<file path="config.mk">
export PLATFORM = sky130hd
export DESIGN_NAME = agc_envelope_normalizer_unit
export DESIGN_NICKNAME = d
export VERILOG_FILES = /design/src/hw/rtl/agcn_pkg.sv /design/src/hw/rtl/agcn_cfg.sv /design/src/hw/rtl/agcn_ctrl.sv /design/src/hw/rtl/agcn_dp.sv /design/src/hw/rtl/agc_envelope_normalizer_unit.sv
export SDC_FILE = /design/constraint.sdc
export NUM_CORES = 2
export LEC_CHECK = 0
export BUFFER_PORTS_ARGS = -buffer_cell sky130_fd_sc_hd__buf_2
export CAP_MARGIN = 20
export CORE_MARGIN = 2
export CORE_UTILIZATION = 46
export DETAILED_ROUTE_END_ITERATION = 8
export PLACE_DENSITY = 0.61
export SKIP_LAST_GASP = 1
export SLEW_MARGIN = 20
export SYNTH_ARGS = -nofsm -noshare
export SYNTH_HDL_FRONTEND = slang
export SYNTH_SLANG_ARGS = --single-unit
</file>
<file path="constraint.sdc">
create_clock -name clk -period 28.1 [get_ports clk]
set_input_delay 4.215 -clock clk [delete_from_list [all_inputs] [get_ports clk]]
set_output_delay 4.215 -clock clk [all_outputs]
set_load 0.02 [all_outputs]
</file>
<file path="src/hw/rtl/agcn_pkg.sv">
// ----------------------------------------------------------------------------
// agcn_pkg
// Shared widths, constants, register codes and the controller/datapath
// command and status types of the AGC envelope normalizer.
// ----------------------------------------------------------------------------
package agcn_pkg;

	// sample and coefficient formats
	localparam int SAMPLE_W = 16;
	localparam int COEF_W   = 16;
	localparam int ENV_W    = SAMPLE_W - 1;
	localparam int MAG_W    = SAMPLE_W;

	// shared multiplier
	localparam int MA_W   = (COEF_W + 1 > SAMPLE_W) ? COEF_W + 1 : SAMPLE_W;
	localparam int PROD_W = MA_W + SAMPLE_W;
	localparam int ER_W   = PROD_W - COEF_W;

	// square root and divider
	localparam int SQ_W     = 2 * SAMPLE_W;
	localparam int SQ_ITER  = SAMPLE_W;
	localparam int DVD_W    = 2 * SAMPLE_W;
	localparam int D5_W     = ENV_W + 3;
	localparam int DEN_W    = ENV_W + 4;
	localparam int QUO_W    = SAMPLE_W + 2;
	localparam int DIV_ITER = QUO_W;
	localparam int CNT_W    = $clog2(DIV_ITER);

	// config port
	localparam int APB_DW    = 32;
	localparam int PADDR_W   = 5;
	localparam int REG_IDX_W = PADDR_W - 2;

	localparam logic [REG_IDX_W-1:0] REG_ATTACK  = REG_IDX_W'(0);
	localparam logic [REG_IDX_W-1:0] REG_RELEASE = REG_IDX_W'(1);
	localparam logic [REG_IDX_W-1:0] REG_FLOOR   = REG_IDX_W'(2);
	localparam logic [REG_IDX_W-1:0] REG_AM_MODE = REG_IDX_W'(3);
	localparam logic [REG_IDX_W-1:0] REG_IQ_SWAP = REG_IDX_W'(4);

	// reset values
	localparam logic [COEF_W-1:0] ATTACK_RESET  = COEF_W'(64910);
	localparam logic [COEF_W-1:0] RELEASE_RESET = COEF_W'(65534);
	localparam logic [ENV_W-1:0]  FLOOR_RESET   = ENV_W'(33);

	// fixed-point limits
	localparam logic [ENV_W-1:0]    ENV_MAX   = {ENV_W{1'b1}};
	localparam logic [COEF_W:0]     COEF_ONE  = {1'b1, {COEF_W{1'b0}}};
	localparam logic [PROD_W-1:0]   ROUND_HALF = PROD_W'(1) << (COEF_W - 1);
	localparam logic [QUO_W-1:0]    QUO_HALF  = QUO_W'(1) << (SAMPLE_W - 1);
	localparam logic [QUO_W-1:0]    QUO_MAX   = QUO_HALF - QUO_W'(1);
	localparam logic [SAMPLE_W-1:0] SAT_POS   = {1'b0, {(SAMPLE_W-1){1'b1}}};
	localparam logic [SAMPLE_W-1:0] SAT_NEG   = {1'b1, {(SAMPLE_W-1){1'b0}}};

	// multiplier operand selection
	typedef logic [1:0] mul_sel_t;
	localparam mul_sel_t MUL_C    = 2'd0;
	localparam mul_sel_t MUL_CINV = 2'd1;
	localparam mul_sel_t MUL_I    = 2'd2;
	localparam mul_sel_t MUL_Q    = 2'd3;

	typedef struct packed {
		logic [COEF_W-1:0] attack_coef;
		logic [COEF_W-1:0] release_coef;
		logic [ENV_W-1:0]  envelope_floor;
		logic              am_mode;
		logic              iq_swap;
	} cfg_t;

	typedef struct packed {
		logic     load;
		logic     mul_en;
		mul_sel_t mul_sel;
		logic     acc_load;
		logic     sq_init;
		logic     sq_step;
		logic     sq_fin;
		logic     env_upd;
		logic     div_prep;
		logic     div_init;
		logic     div_step;
		logic     out_load;
	} cmd_t;

	typedef struct packed {
		logic out_blocked;
	} sts_t;

endpackage

</file>
<file path="src/hw/rtl/agcn_cfg.sv">
// ----------------------------------------------------------------------------
// agcn_cfg
// APB register file: attack/release coefficients, envelope floor, AM mode
// and I/Q swap.
// ----------------------------------------------------------------------------
module agcn_cfg (
	input  logic                          clk,
	input  logic                          arst_n,
	input  logic                          psel,
	input  logic                          penable,
	input  logic                          pwrite,
	input  logic [agcn_pkg::PADDR_W-1:0]  paddr,
	input  logic [agcn_pkg::APB_DW-1:0]   pwdata,
	output logic [agcn_pkg::APB_DW-1:0]   prdata,
	output logic                          pready,
	output agcn_pkg::cfg_t                cfg
);

	logic                            wr_en;
	logic [agcn_pkg::REG_IDX_W-1:0]  reg_idx;
	agcn_pkg::cfg_t                  cfg_q;

	assign pready  = 1'b1;
	assign wr_en   = psel & penable & pwrite;
	assign reg_idx = paddr[agcn_pkg::PADDR_W-1:2];
	assign cfg     = cfg_q;

	// register writes
	always_ff @(posedge clk or negedge arst_n) begin
		if (!arst_n) begin
			cfg_q.attack_coef    <= agcn_pkg::ATTACK_RESET;
			cfg_q.release_coef   <= agcn_pkg::RELEASE_RESET;
			cfg_q.envelope_floor <= agcn_pkg::FLOOR_RESET;
			cfg_q.am_mode        <= 1'b0;
			cfg_q.iq_swap        <= 1'b0;
		end else if (wr_en) begin
			case (reg_idx)
				agcn_pkg::REG_ATTACK: begin
					cfg_q.attack_coef <= pwdata[agcn_pkg::COEF_W-1:0];
				end
				agcn_pkg::REG_RELEASE: begin
					cfg_q.release_coef <= pwdata[agcn_pkg::COEF_W-1:0];
				end
				agcn_pkg::REG_FLOOR: begin
					cfg_q.envelope_floor <= pwdata[agcn_pkg::ENV_W-1:0];
				end
				agcn_pkg::REG_AM_MODE: begin
					cfg_q.am_mode <= pwdata[0];
				end
				agcn_pkg::REG_IQ_SWAP: begin
					cfg_q.iq_swap <= pwdata[0];
				end
				default: begin
				end
			endcase
		end
	end

	// read mux
	always_comb begin
		case (reg_idx)
			agcn_pkg::REG_ATTACK:  prdata = agcn_pkg::APB_DW'(cfg_q.attack_coef);
			agcn_pkg::REG_RELEASE: prdata = agcn_pkg::APB_DW'(cfg_q.release_coef);
			agcn_pkg::REG_FLOOR:   prdata = agcn_pkg::APB_DW'(cfg_q.envelope_floor);
			agcn_pkg::REG_AM_MODE: prdata = agcn_pkg::APB_DW'(cfg_q.am_mode);
			agcn_pkg::REG_IQ_SWAP: prdata = agcn_pkg::APB_DW'(cfg_q.iq_swap);
			default:               prdata = '0;
		endcase
	end

endmodule

</file>
<file path="src/hw/rtl/agcn_ctrl.sv">
// ----------------------------------------------------------------------------
// agcn_ctrl
// Sequencer for one sample: optional squares and square root, envelope
// update through the shared multiplier, restoring divide, output load.
// ----------------------------------------------------------------------------
module agcn_ctrl (
	input  logic           clk,
	input  logic           arst_n,
	input  logic           in_valid,
	input  logic           am_mode,
	input  agcn_pkg::sts_t sts,
	output logic           in_stall,
	output agcn_pkg::cmd_t cmd
);

	localparam logic [3:0] S_IDLE     = 4'd0;
	localparam logic [3:0] S_MUL_I    = 4'd1;
	localparam logic [3:0] S_MUL_Q    = 4'd2;
	localparam logic [3:0] S_SQ_INIT  = 4'd3;
	localparam logic [3:0] S_SQ_STEP  = 4'd4;
	localparam logic [3:0] S_SQ_FIN   = 4'd5;
	localparam logic [3:0] S_ENV_C    = 4'd6;
	localparam logic [3:0] S_ENV_V    = 4'd7;
	localparam logic [3:0] S_ENV_UPD  = 4'd8;
	localparam logic [3:0] S_DIV_PREP = 4'd9;
	localparam logic [3:0] S_DIV_INIT = 4'd10;
	localparam logic [3:0] S_DIV_STEP = 4'd11;
	localparam logic [3:0] S_OUT      = 4'd12;

	localparam logic [agcn_pkg::CNT_W-1:0] SQ_LAST  = agcn_pkg::CNT_W'(agcn_pkg::SQ_ITER - 1);
	localparam logic [agcn_pkg::CNT_W-1:0] DIV_LAST = agcn_pkg::CNT_W'(agcn_pkg::DIV_ITER - 1);

	logic [3:0]                   state_q, state_d;
	logic [agcn_pkg::CNT_W-1:0]   cnt_q, cnt_d;

	always_ff @(posedge clk or negedge arst_n) begin
		if (!arst_n) begin
			state_q <= S_IDLE;
			cnt_q   <= '0;
		end else begin
			state_q <= state_d;
			cnt_q   <= cnt_d;
		end
	end

	assign in_stall = (state_q != S_IDLE);

	// next state and commands
	always_comb begin
		state_d = state_q;
		cnt_d   = cnt_q;
		cmd     = '0;
		case (state_q)
			S_IDLE: begin
				if (in_valid) begin
					cmd.load = 1'b1;
					state_d  = am_mode ? S_MUL_I : S_ENV_C;
				end
			end
			S_MUL_I: begin
				cmd.mul_en  = 1'b1;
				cmd.mul_sel = agcn_pkg::MUL_I;
				state_d     = S_MUL_Q;
			end
			S_MUL_Q: begin
				cmd.mul_en   = 1'b1;
				cmd.mul_sel  = agcn_pkg::MUL_Q;
				cmd.acc_load = 1'b1;
				state_d      = S_SQ_INIT;
			end
			S_SQ_INIT: begin
				cmd.sq_init = 1'b1;
				cnt_d       = '0;
				state_d     = S_SQ_STEP;
			end
			S_SQ_STEP: begin
				cmd.sq_step = 1'b1;
				cnt_d       = cnt_q + 1'b1;
				if (cnt_q == SQ_LAST) begin
					state_d = S_SQ_FIN;
				end
			end
			S_SQ_FIN: begin
				cmd.sq_fin = 1'b1;
				state_d    = S_ENV_C;
			end
			S_ENV_C: begin
				cmd.mul_en  = 1'b1;
				cmd.mul_sel = agcn_pkg::MUL_C;
				state_d     = S_ENV_V;
			end
			S_ENV_V: begin
				cmd.mul_en   = 1'b1;
				cmd.mul_sel  = agcn_pkg::MUL_CINV;
				cmd.acc_load = 1'b1;
				state_d      = S_ENV_UPD;
			end
			S_ENV_UPD: begin
				cmd.env_upd = 1'b1;
				state_d     = S_DIV_PREP;
			end
			S_DIV_PREP: begin
				cmd.div_prep = 1'b1;
				state_d      = S_DIV_INIT;
			end
			S_DIV_INIT: begin
				cmd.div_init = 1'b1;
				cnt_d        = '0;
				state_d      = S_DIV_STEP;
			end
			S_DIV_STEP: begin
				cmd.div_step = 1'b1;
				cnt_d        = cnt_q + 1'b1;
				if (cnt_q == DIV_LAST) begin
					state_d = S_OUT;
				end
			end
			S_OUT: begin
				if (!sts.out_blocked) begin
					cmd.out_load = 1'b1;
					state_d      = S_IDLE;
				end
			end
			default: begin
				state_d = S_IDLE;
			end
		endcase
	end

endmodule

</file>
<file path="src/hw/rtl/agcn_dp.sv">
// ----------------------------------------------------------------------------
// agcn_dp
// Datapath: I/Q swap and magnitudes, one shared multiplier with an
// accumulator, a one-bit-per-cycle square root, a one-bit-per-cycle
// restoring divider, the envelope register and the output register.
// ----------------------------------------------------------------------------
module agcn_dp (
	input  logic                                clk,
	input  logic                                arst_n,
	input  agcn_pkg::cfg_t                      cfg,
	input  agcn_pkg::cmd_t                      cmd,
	input  logic signed [agcn_pkg::SAMPLE_W-1:0] sample_i,
	input  logic signed [agcn_pkg::SAMPLE_W-1:0] sample_q,
	input  logic                                out_stall,
	output agcn_pkg::sts_t                      sts,
	output logic                                out_valid,
	output logic signed [agcn_pkg::SAMPLE_W-1:0] audio_out,
	output logic [agcn_pkg::ENV_W-1:0]          envelope_now,
	output logic                                clipped
);

	// input stage
	logic [agcn_pkg::SAMPLE_W-1:0] ri, rq, ai_n, aq_n;
	logic [agcn_pkg::MAG_W-1:0]    ai_q, aq_q;
	logic                          neg_q;

	// multiplier and accumulator
	logic                          v_gt;
	logic [agcn_pkg::COEF_W-1:0]   coef;
	logic [agcn_pkg::COEF_W:0]     coef_inv;
	logic [agcn_pkg::MA_W-1:0]     mul_a;
	logic [agcn_pkg::SAMPLE_W-1:0] mul_b;
	logic [agcn_pkg::PROD_W-1:0]   prod_q, acc_q, sum;

	// envelope
	logic [agcn_pkg::ENV_W-1:0]    env_q, floor_eff, env_new;
	logic [agcn_pkg::PROD_W-1:0]   env_tot;
	logic [agcn_pkg::ER_W-1:0]     env_raw, env_lo;

	// square root
	logic [agcn_pkg::SQ_W-1:0]     s_q, r_q, bit_q, sq_t, sq_round;
	logic                          sq_ge;
	logic [agcn_pkg::MAG_W-1:0]    num_q, num_sel;
	logic                          clip_q;

	// divider
	logic [agcn_pkg::D5_W-1:0]     d5;
	logic [agcn_pkg::DVD_W-1:0]    dvd_n, dvd_q;
	logic [agcn_pkg::DEN_W-1:0]    den_q, rem_q;
	logic [agcn_pkg::QUO_W-1:0]    lo_q, quo_q;
	logic                          ovf_q;
	logic [agcn_pkg::DEN_W:0]      div_t, div_diff;
	logic                          div_ge;

	// output stage
	logic [agcn_pkg::SAMPLE_W-1:0] q_lo, res_n;
	logic                          sat_n;
	logic                          out_valid_q;

	// swap and magnitudes
	assign ri   = cfg.iq_swap ? sample_q : sample_i;
	assign rq   = cfg.iq_swap ? sample_i : sample_q;
	assign ai_n = ri[agcn_pkg::SAMPLE_W-1] ? (~ri) + agcn_pkg::SAMPLE_W'(1) : ri;
	assign aq_n = rq[agcn_pkg::SAMPLE_W-1] ? (~rq) + agcn_pkg::SAMPLE_W'(1) : rq;

	always_ff @(posedge clk) begin
		if (cmd.load) begin
			ai_q   <= ai_n;
			aq_q   <= aq_n;
			neg_q  <= ri[agcn_pkg::SAMPLE_W-1] & ~cfg.am_mode;
		end
	end

	// coefficient choice: attack on a rising signal
	assign v_gt     = ai_q > agcn_pkg::MAG_W'(env_q);
	assign coef     = v_gt ? cfg.attack_coef : cfg.release_coef;
	assign coef_inv = agcn_pkg::COEF_ONE - {1'b0, coef};

	// multiplier operands
	always_comb begin
		case (cmd.mul_sel)
			agcn_pkg::MUL_C: begin
				mul_a = agcn_pkg::MA_W'(coef);
				mul_b = agcn_pkg::SAMPLE_W'(env_q);
			end
			agcn_pkg::MUL_CINV: begin
				mul_a = agcn_pkg::MA_W'(coef_inv);
				mul_b = ai_q;
			end
			agcn_pkg::MUL_I: begin
				mul_a = agcn_pkg::MA_W'(ai_q);
				mul_b = ai_q;
			end
			agcn_pkg::MUL_Q: begin
				mul_a = agcn_pkg::MA_W'(aq_q);
				mul_b = aq_q;
			end
			default: begin
				mul_a = '0;
				mul_b = '0;
			end
		endcase
	end

	assign sum = acc_q + prod_q;

	always_ff @(posedge clk) begin
		if (cmd.mul_en) begin
			prod_q <= agcn_pkg::PROD_W'(mul_a) * agcn_pkg::PROD_W'(mul_b);
		end
		if (cmd.acc_load) begin
			acc_q <= prod_q;
		end
	end

	// envelope update, rounded, then floor and ceiling
	assign floor_eff = (cfg.envelope_floor == '0) ? agcn_pkg::ENV_W'(1) : cfg.envelope_floor;
	assign env_tot   = sum + agcn_pkg::ROUND_HALF;
	assign env_raw   = env_tot[agcn_pkg::PROD_W-1:agcn_pkg::COEF_W];
	assign env_lo    = (env_raw < agcn_pkg::ER_W'(floor_eff)) ?
		agcn_pkg::ER_W'(floor_eff) : env_raw;
	assign env_new   = (env_lo > agcn_pkg::ER_W'(agcn_pkg::ENV_MAX)) ?
		agcn_pkg::ENV_MAX : env_lo[agcn_pkg::ENV_W-1:0];

	always_ff @(posedge clk or negedge arst_n) begin
		if (!arst_n) begin
			env_q <= agcn_pkg::FLOOR_RESET;
		end else if (cmd.env_upd) begin
			env_q <= env_new;
		end
	end

	// square root, one result bit per cycle
	assign sq_t     = r_q + bit_q;
	assign sq_ge    = s_q >= sq_t;
	assign sq_round = (s_q > r_q) ? r_q + agcn_pkg::SQ_W'(1) : r_q;

	always_ff @(posedge clk) begin
		if (cmd.sq_init) begin
			s_q   <= sum[agcn_pkg::SQ_W-1:0];
			r_q   <= '0;
			bit_q <= agcn_pkg::SQ_W'(1) << (agcn_pkg::SQ_W - 2);
		end else if (cmd.sq_step) begin
			bit_q <= bit_q >> 2;
			if (sq_ge) begin
				s_q <= s_q - sq_t;
				r_q <= (r_q >> 1) + bit_q;
			end else begin
				r_q <= r_q >> 1;
			end
		end
	end

	// magnitude clamp and clip flag
	always_ff @(posedge clk) begin
		if (cmd.load) begin
			clip_q <= 1'b0;
		end else if (cmd.sq_fin) begin
			if (sq_round > agcn_pkg::SQ_W'(agcn_pkg::ENV_MAX)) begin
				num_q  <= agcn_pkg::MAG_W'(agcn_pkg::ENV_MAX);
				clip_q <= 1'b1;
			end else begin
				num_q <= sq_round[agcn_pkg::MAG_W-1:0];
			end
		end
	end

	// divider operands: (num << SAMPLE_W) + 5e over 10e
	assign num_sel = cfg.am_mode ? num_q : ai_q;
	assign d5      = agcn_pkg::D5_W'({env_q, 2'b00}) + agcn_pkg::D5_W'(env_q);
	assign dvd_n   = {num_sel, {agcn_pkg::SAMPLE_W{1'b0}}} + agcn_pkg::DVD_W'(d5);

	// restoring divide step
	assign div_t    = {rem_q, lo_q[agcn_pkg::QUO_W-1]};
	assign div_diff = div_t - {1'b0, den_q};
	assign div_ge   = div_t >= {1'b0, den_q};

	always_ff @(posedge clk) begin
		if (cmd.div_prep) begin
			den_q <= {d5, 1'b0};
			dvd_q <= dvd_n;
		end else if (cmd.div_init) begin
			ovf_q <= agcn_pkg::DEN_W'(dvd_q[agcn_pkg::DVD_W-1:agcn_pkg::QUO_W]) >= den_q;
			rem_q <= agcn_pkg::DEN_W'(dvd_q[agcn_pkg::DVD_W-1:agcn_pkg::QUO_W]);
			lo_q  <= dvd_q[agcn_pkg::QUO_W-1:0];
			quo_q <= '0;
		end else if (cmd.div_step) begin
			rem_q <= div_ge ? div_diff[agcn_pkg::DEN_W-1:0] : div_t[agcn_pkg::DEN_W-1:0];
			lo_q  <= lo_q << 1;
			quo_q <= {quo_q[agcn_pkg::QUO_W-2:0], div_ge};
		end
	end

	// sign and saturation
	assign q_lo = quo_q[agcn_pkg::SAMPLE_W-1:0];

	always_comb begin
		if (neg_q) begin
			sat_n = ovf_q | (quo_q > agcn_pkg::QUO_HALF);
			res_n = sat_n ? agcn_pkg::SAT_NEG : (~q_lo) + agcn_pkg::SAMPLE_W'(1);
		end else begin
			sat_n = ovf_q | (quo_q > agcn_pkg::QUO_MAX);
			res_n = sat_n ? agcn_pkg::SAT_POS : q_lo;
		end
	end

	// output register
	always_ff @(posedge clk or negedge arst_n) begin
		if (!arst_n) begin
			out_valid_q <= 1'b0;
		end else if (cmd.out_load) begin
			out_valid_q <= 1'b1;
		end else if (out_valid_q && !out_stall) begin
			out_valid_q <= 1'b0;
		end
	end

	always_ff @(posedge clk) begin
		if (cmd.out_load) begin
			audio_out    <= res_n;
			envelope_now <= env_q;
			clipped      <= clip_q | sat_n;
		end
	end

	assign out_valid       = out_valid_q;
	assign sts.out_blocked = out_valid_q & out_stall;

endmodule

</file>
<file path="src/hw/rtl/agc_envelope_normalizer_unit.sv">
// ----------------------------------------------------------------------------
// agc_envelope_normalizer_unit
// Each sample runs, in AM mode after the squares and the 16-step square root, the envelope
//   update and the 18-step restoring divider; in_stall holds off new samples until the output load.
// The next sample is accepted while a finished result waits in the output
//   register. Reset: registers to defaults, envelope to 33, output empty.
// ----------------------------------------------------------------------------
module agc_envelope_normalizer_unit (
	input  logic                                 clk,
	input  logic                                 arst_n,
	// sample beat
	input  logic                                 in_valid,
	output logic                                 in_stall,
	input  logic signed [agcn_pkg::SAMPLE_W-1:0] sample_i,
	input  logic signed [agcn_pkg::SAMPLE_W-1:0] sample_q,
	// result beat
	output logic                                 out_valid,
	input  logic                                 out_stall,
	output logic signed [agcn_pkg::SAMPLE_W-1:0] audio_out,
	output logic [agcn_pkg::ENV_W-1:0]           envelope_now,
	output logic                                 clipped,
	// config port
	input  logic                                 psel,
	input  logic                                 penable,
	input  logic                                 pwrite,
	input  logic [agcn_pkg::PADDR_W-1:0]         paddr,
	input  logic [agcn_pkg::APB_DW-1:0]          pwdata,
	output logic [agcn_pkg::APB_DW-1:0]          prdata,
	output logic                                 pready
);

	agcn_pkg::cfg_t cfg;
	agcn_pkg::cmd_t cmd;
	agcn_pkg::sts_t sts;

	agcn_cfg u_cfg (
		.clk     (clk),
		.arst_n  (arst_n),
		.psel    (psel),
		.penable (penable),
		.pwrite  (pwrite),
		.paddr   (paddr),
		.pwdata  (pwdata),
		.prdata  (prdata),
		.pready  (pready),
		.cfg     (cfg)
	);

	agcn_ctrl u_ctrl (
		.clk      (clk),
		.arst_n   (arst_n),
		.in_valid (in_valid),
		.am_mode  (cfg.am_mode),
		.sts      (sts),
		.in_stall (in_stall),
		.cmd      (cmd)
	);

	agcn_dp u_dp (
		.clk          (clk),
		.arst_n       (arst_n),
		.cfg          (cfg),
		.cmd          (cmd),
		.sample_i     (sample_i),
		.sample_q     (sample_q),
		.out_stall    (out_stall),
		.sts          (sts),
		.out_valid    (out_valid),
		.audio_out    (audio_out),
		.envelope_now (envelope_now),
		.clipped      (clipped)
	);

	// one sample in flight: an accepted beat closes the input
	a_single_item: assert property (@(posedge clk) disable iff (!arst_n)
		in_valid && !in_stall |=> in_stall)
		else $error("input accepted while a sample is in flight");

	// reported envelope never drops under the floor
	a_env_floor: assert property (@(posedge clk) disable iff (!arst_n)
		out_valid |-> (envelope_now != '0) && (envelope_now >= cfg.envelope_floor))
		else $error("envelope below floor");

	// outside AM mode a clip comes only from quotient saturation
	a_clip_sat: assert property (@(posedge clk) disable iff (!arst_n)
		out_valid && clipped && !cfg.am_mode |->
			(audio_out == agcn_pkg::SAT_POS) || (audio_out == agcn_pkg::SAT_NEG))
		else $error("clipped set on an unsaturated result");

endmodule
</file>
==> results by group <==
GRT
  – All-Layer GR Usage: 24.1%
  – Initial antenna violation count: 1
  – First-pass GRT wire length: 156000 µm
  – Gr ovfl total: 0
  – Pin count of the biggest net entering global routing: 68
  – Vias in the first global route: 27859

Synthesis
  – Synth unique cells: 94
  – Area share of fa/ha/maj cells after synthesis: 22.8%
  – Multiplexer share of the synthesized area: 4.78%
  – #FFs+latches synth: 392
  – Share of the synthesized area in the top cell type: 22.2%
  – Largest family of logic cells by synthesized area: adder cells
  – Biggest area consumer among synthesized cells: edfxtp_1
  – Syn. warnings: 0
  – Avg Synthesized Cell Area: 9.15 µm²
  – Post-Synth XOR/XNOR Area: 6.03%
  – Register area share after synthesis: 30.0%
  – Fraction of registers with async set or reset after synthesis: 18.9%
  – Area share of and/or/nand/nor cells after synthesis: 15.6%
  – Post-synthesis compound-gate area fraction: 14.8%
  – Syn Inst Count: 3982
  – Post-synth EDFFs: 269
  – Netlist Area Pre-Place: 36400 µm²
  – Top FF cell, synth: edfxtp_1
  – Main area contributors after synthesis: edfxtp_1 (22%), fa_1 (12%), ha_1 (11%), nand2_1 (4.8%), xnor2_1 (4.2%)

Final layout
  – Most common cell after layout, fill and taps aside: nand2_1
  – Nets: 4653
  – Filler cells: 7353
  – Synthesis-to-finish area growth: 9.26%
  – Post-layout instance area: 39800 µm²
  – Most frequent cells in the layout: nand2_1 (470), inv_1 (393), ha_1 (322)
  – Share of cells above drive strength 1: 9.58%

Detailed routing
  – Remaining DRCs: 0
  – Via Count: 28911
  – WL final: 99400 µm
  – Drt wl/cell: 19.4 µm
  – Via density: 5.63
  – Iter 0 DRT Violations: 1982
  – 1st-pass router iterations: 6
  – Final ANT Viol Nets: 0

Critical path
  – Crit Path Category: reg -> reg
  – Reg2Reg Depth: 33
  – Peak fanout along the critical path: 26
  – CP max-delay cell: dfrtp_1
  – Critical Path Most Common Cell: fa_1
  – CP top delay family: adder cells
  – Type of destination of the critical path: flop
  – Levels on crit path: 33
  – Worst endpoint data arrival time: 10720 ps
  – Buf/Inv on CP: 5
  – CP required: 28450 ps
  – Crit-path max cell delay: 590 ps
  – Startpoint Class: flop

STA
  – Worst slew pin tran: 1080 ps
  – Final setup vio count: 0
  – Fin. Hold Viols: 0
  – Fin. max-slew vios: 0
  – Post-Route Setup TNS: 0 ps
  – Clk_skew: 40.3 ps
  – Unrepaired setup endpoints after global routing: false
  – Final worst path period share: 36.9%
  – Max-slew headroom: 28.2%
  – Fin crit period: 10370 ps
  – Max frequency: 96.4 MHz

Flow run
  – Max-Cap Viols: 0

Clocking
  – CTS buffer count: 48
  – Clock tree buffer depth: 3
  – Post_cts resized: 0
  – Hold-fix buffers, CTS: 0
  – Clk slew on worst S/H paths: 70 ps
  – Clock sink count: 392
  – CTS tree: built
  – Clock latency on the worst-skew pair: 630 ps
  – Setup repair bufs after CTS: 0
  – Htree depth: 2
  – Root Driver: clkbuf_16

Hold path
  – Worst Hold Path Cells: 0
  – Worst Hold Class: reg -> reg

Floorplan
  – Starting density of the core: 46.3%
  – # IOs: 143
  – Die height: 285 µm
  – Die W: 285 µm
  – Die area: 81500 µm²
  – Std cell rows: 103
  – Core Region: 78700 µm²

Placed design
  – Gp weighted congestion: 0.925
  – Post-DP HPWL: 77700 µm
  – I/O Buffers: 107
  – DP Area: 38100 µm²

Status
  – Outcome: finished clean
final cells by class:
| cell class | count | area (µm²) | area share [%] |
|---|---|---|---|
| inverter | 396 | 1490 | 3.73 |
| timing repair buffer | 156 | 918 | 2.31 |
| antenna | 1 | 2.50 | 0.00628 |
| clock inverter | 29 | 393 | 0.987 |
| sequential | 392 | 11000 | 27.5 |
| multi-input combinational | 3047 | 23500 | 58.9 |
| clock buffer | 60 | 1290 | 3.23 |
| tap | 1050 | 1310 | 3.30 |
cells in the mapped netlist (11+ instances only):
cell / count
ha_1: 323
nand2b_1: 25
a211oi_1: 24
o21ai_1: 26
fa_1: 213
nor2b_1: 76
nand3_1: 53
nand2_1: 470
or3_1: 24
o311ai_1: 11
dfstp_2: 30
o21a_1: 34
nor3_1: 75
xnor2_1: 173
a31o_2: 17
a221o_1: 11
mux2i_1: 103
a21o_1: 71
nor2_1: 323
nand4_1: 32
buf_1: 19
xor2_1: 76
clkbuf_1: 119
mux2_2: 61
o21ai_0: 204
a31oi_1: 42
and2_1: 52
nor4_1: 18
a221oi_1: 17
and3_1: 28
dfxtp_1: 49
inv_1: 394
edfxtp_1: 269
dfrtp_1: 44
a22oi_1: 20
o21bai_1: 23
o31ai_1: 11
buf_4: 17
a21boi_0: 13
a21oi_1: 242
metal layers:
metal  vias to the layer above  part of all wire, %  global-route usage, %  routed length, µm
met1                     14089                   45                   33.7              44800
met2                       759                   46                   39.5              46100
met5                         -                    0                      0                  0
met4                         0                  3.0                   7.08               2960
met3                       146                  5.5                   2.75               5490
li1                      13917                    -                      -                  -
path summary, 6_finish.rpt:
path | startpoint | endpoint | slack (ps)
setup / recovery | u_dp.env_q[13]$_DFFE_PN0P_ | u_dp.prod_q[31]$_DFFE_PN_ | 17730
hold / removal | u_dp.prod_q[12]$_DFFE_PN_ | u_dp.acc_q[12]$_DFFE_PP_ | 430
setup reg to reg | u_dp.env_q[13]$_DFFE_PN0P_ | u_dp.prod_q[31]$_DFFE_PN_ | 17730
hold reg to reg | u_dp.prod_q[12]$_DFFE_PN_ | u_dp.acc_q[12]$_DFFE_PP_ | 430
max in group asynchronous | arst_n | u_cfg.cfg[1]$_DFFE_PN0P_ | 23500
min in group asynchronous | arst_n | u_ctrl.cnt_q[4]$_DFFE_PN0P_ | 3430
kinds of logic (layout without fill, tap and decap cells):
group                      count (synthesis)  in the layout
AOI/OAI and AO/OA                        848            848
buffers and inverters                    559            641
xor gates and xnor gates                 250            250
DFF                                      392            392
and+or+nand+nor                         1230           1230
other                                      2             19
adders and majority gates                536            536
muxes                                    165            165
worst reg2reg max path: cells and delay by family (launching register included):
kind                       cells  cell delay (ps)
xor gates and xnor gates       1              120
DFF                            1              590
muxes                          1              420
AOI/OAI and AO/OA             13             3270
adders and majority gates      9             4240
buffers and inverters          5              540
and+or+nand+nor                4              950
metrics by stage:
| step | utilization (%) | worst slack (ps) | instances | hold WS, ps |
|---|---|---|---|---|
| 2_1_floorplan | - | 18260 | 3998 | 431 |
| 3_3_place_gp | 48.4 | 17800 | 5040 | 444 |
| 3_5_place_dp | 48.4 | 17770 | 5040 | 447 |
| 4_1_cts | 50.5 | 17700 | 5129 | 440 |
| 5_1_grt | 50.6 | 17140 | 5130 | 462 |
| 6_report | 50.6 | 17730 | 5131 | 430 |
sequential cells by signal (all words and copies together), names as in the netlist, 2 cells and up:
signal             cells
u_dp.num_q            16
u_cfg.cfg             49
u_dp.env_q            15
u_ctrl.cnt_q           5
u_dp.prod_q           33
u_dp.acc_q            33
u_dp.quo_q            18
u_dp.audio_out        16
u_dp.ai_q             16
u_dp.envelope_now     15
u_ctrl.state_q         4
u_dp.bit_q            16
u_dp.r_q              32
u_dp.lo_q             18
u_dp.rem_q            19
u_dp.dvd_q            32
u_dp.aq_q             16
u_dp.den_q             2
u_dp.s_q              32
Power is not shown: default switching activity piles up to over one toggle a cycle in this logic, so the estimate is an artifact.
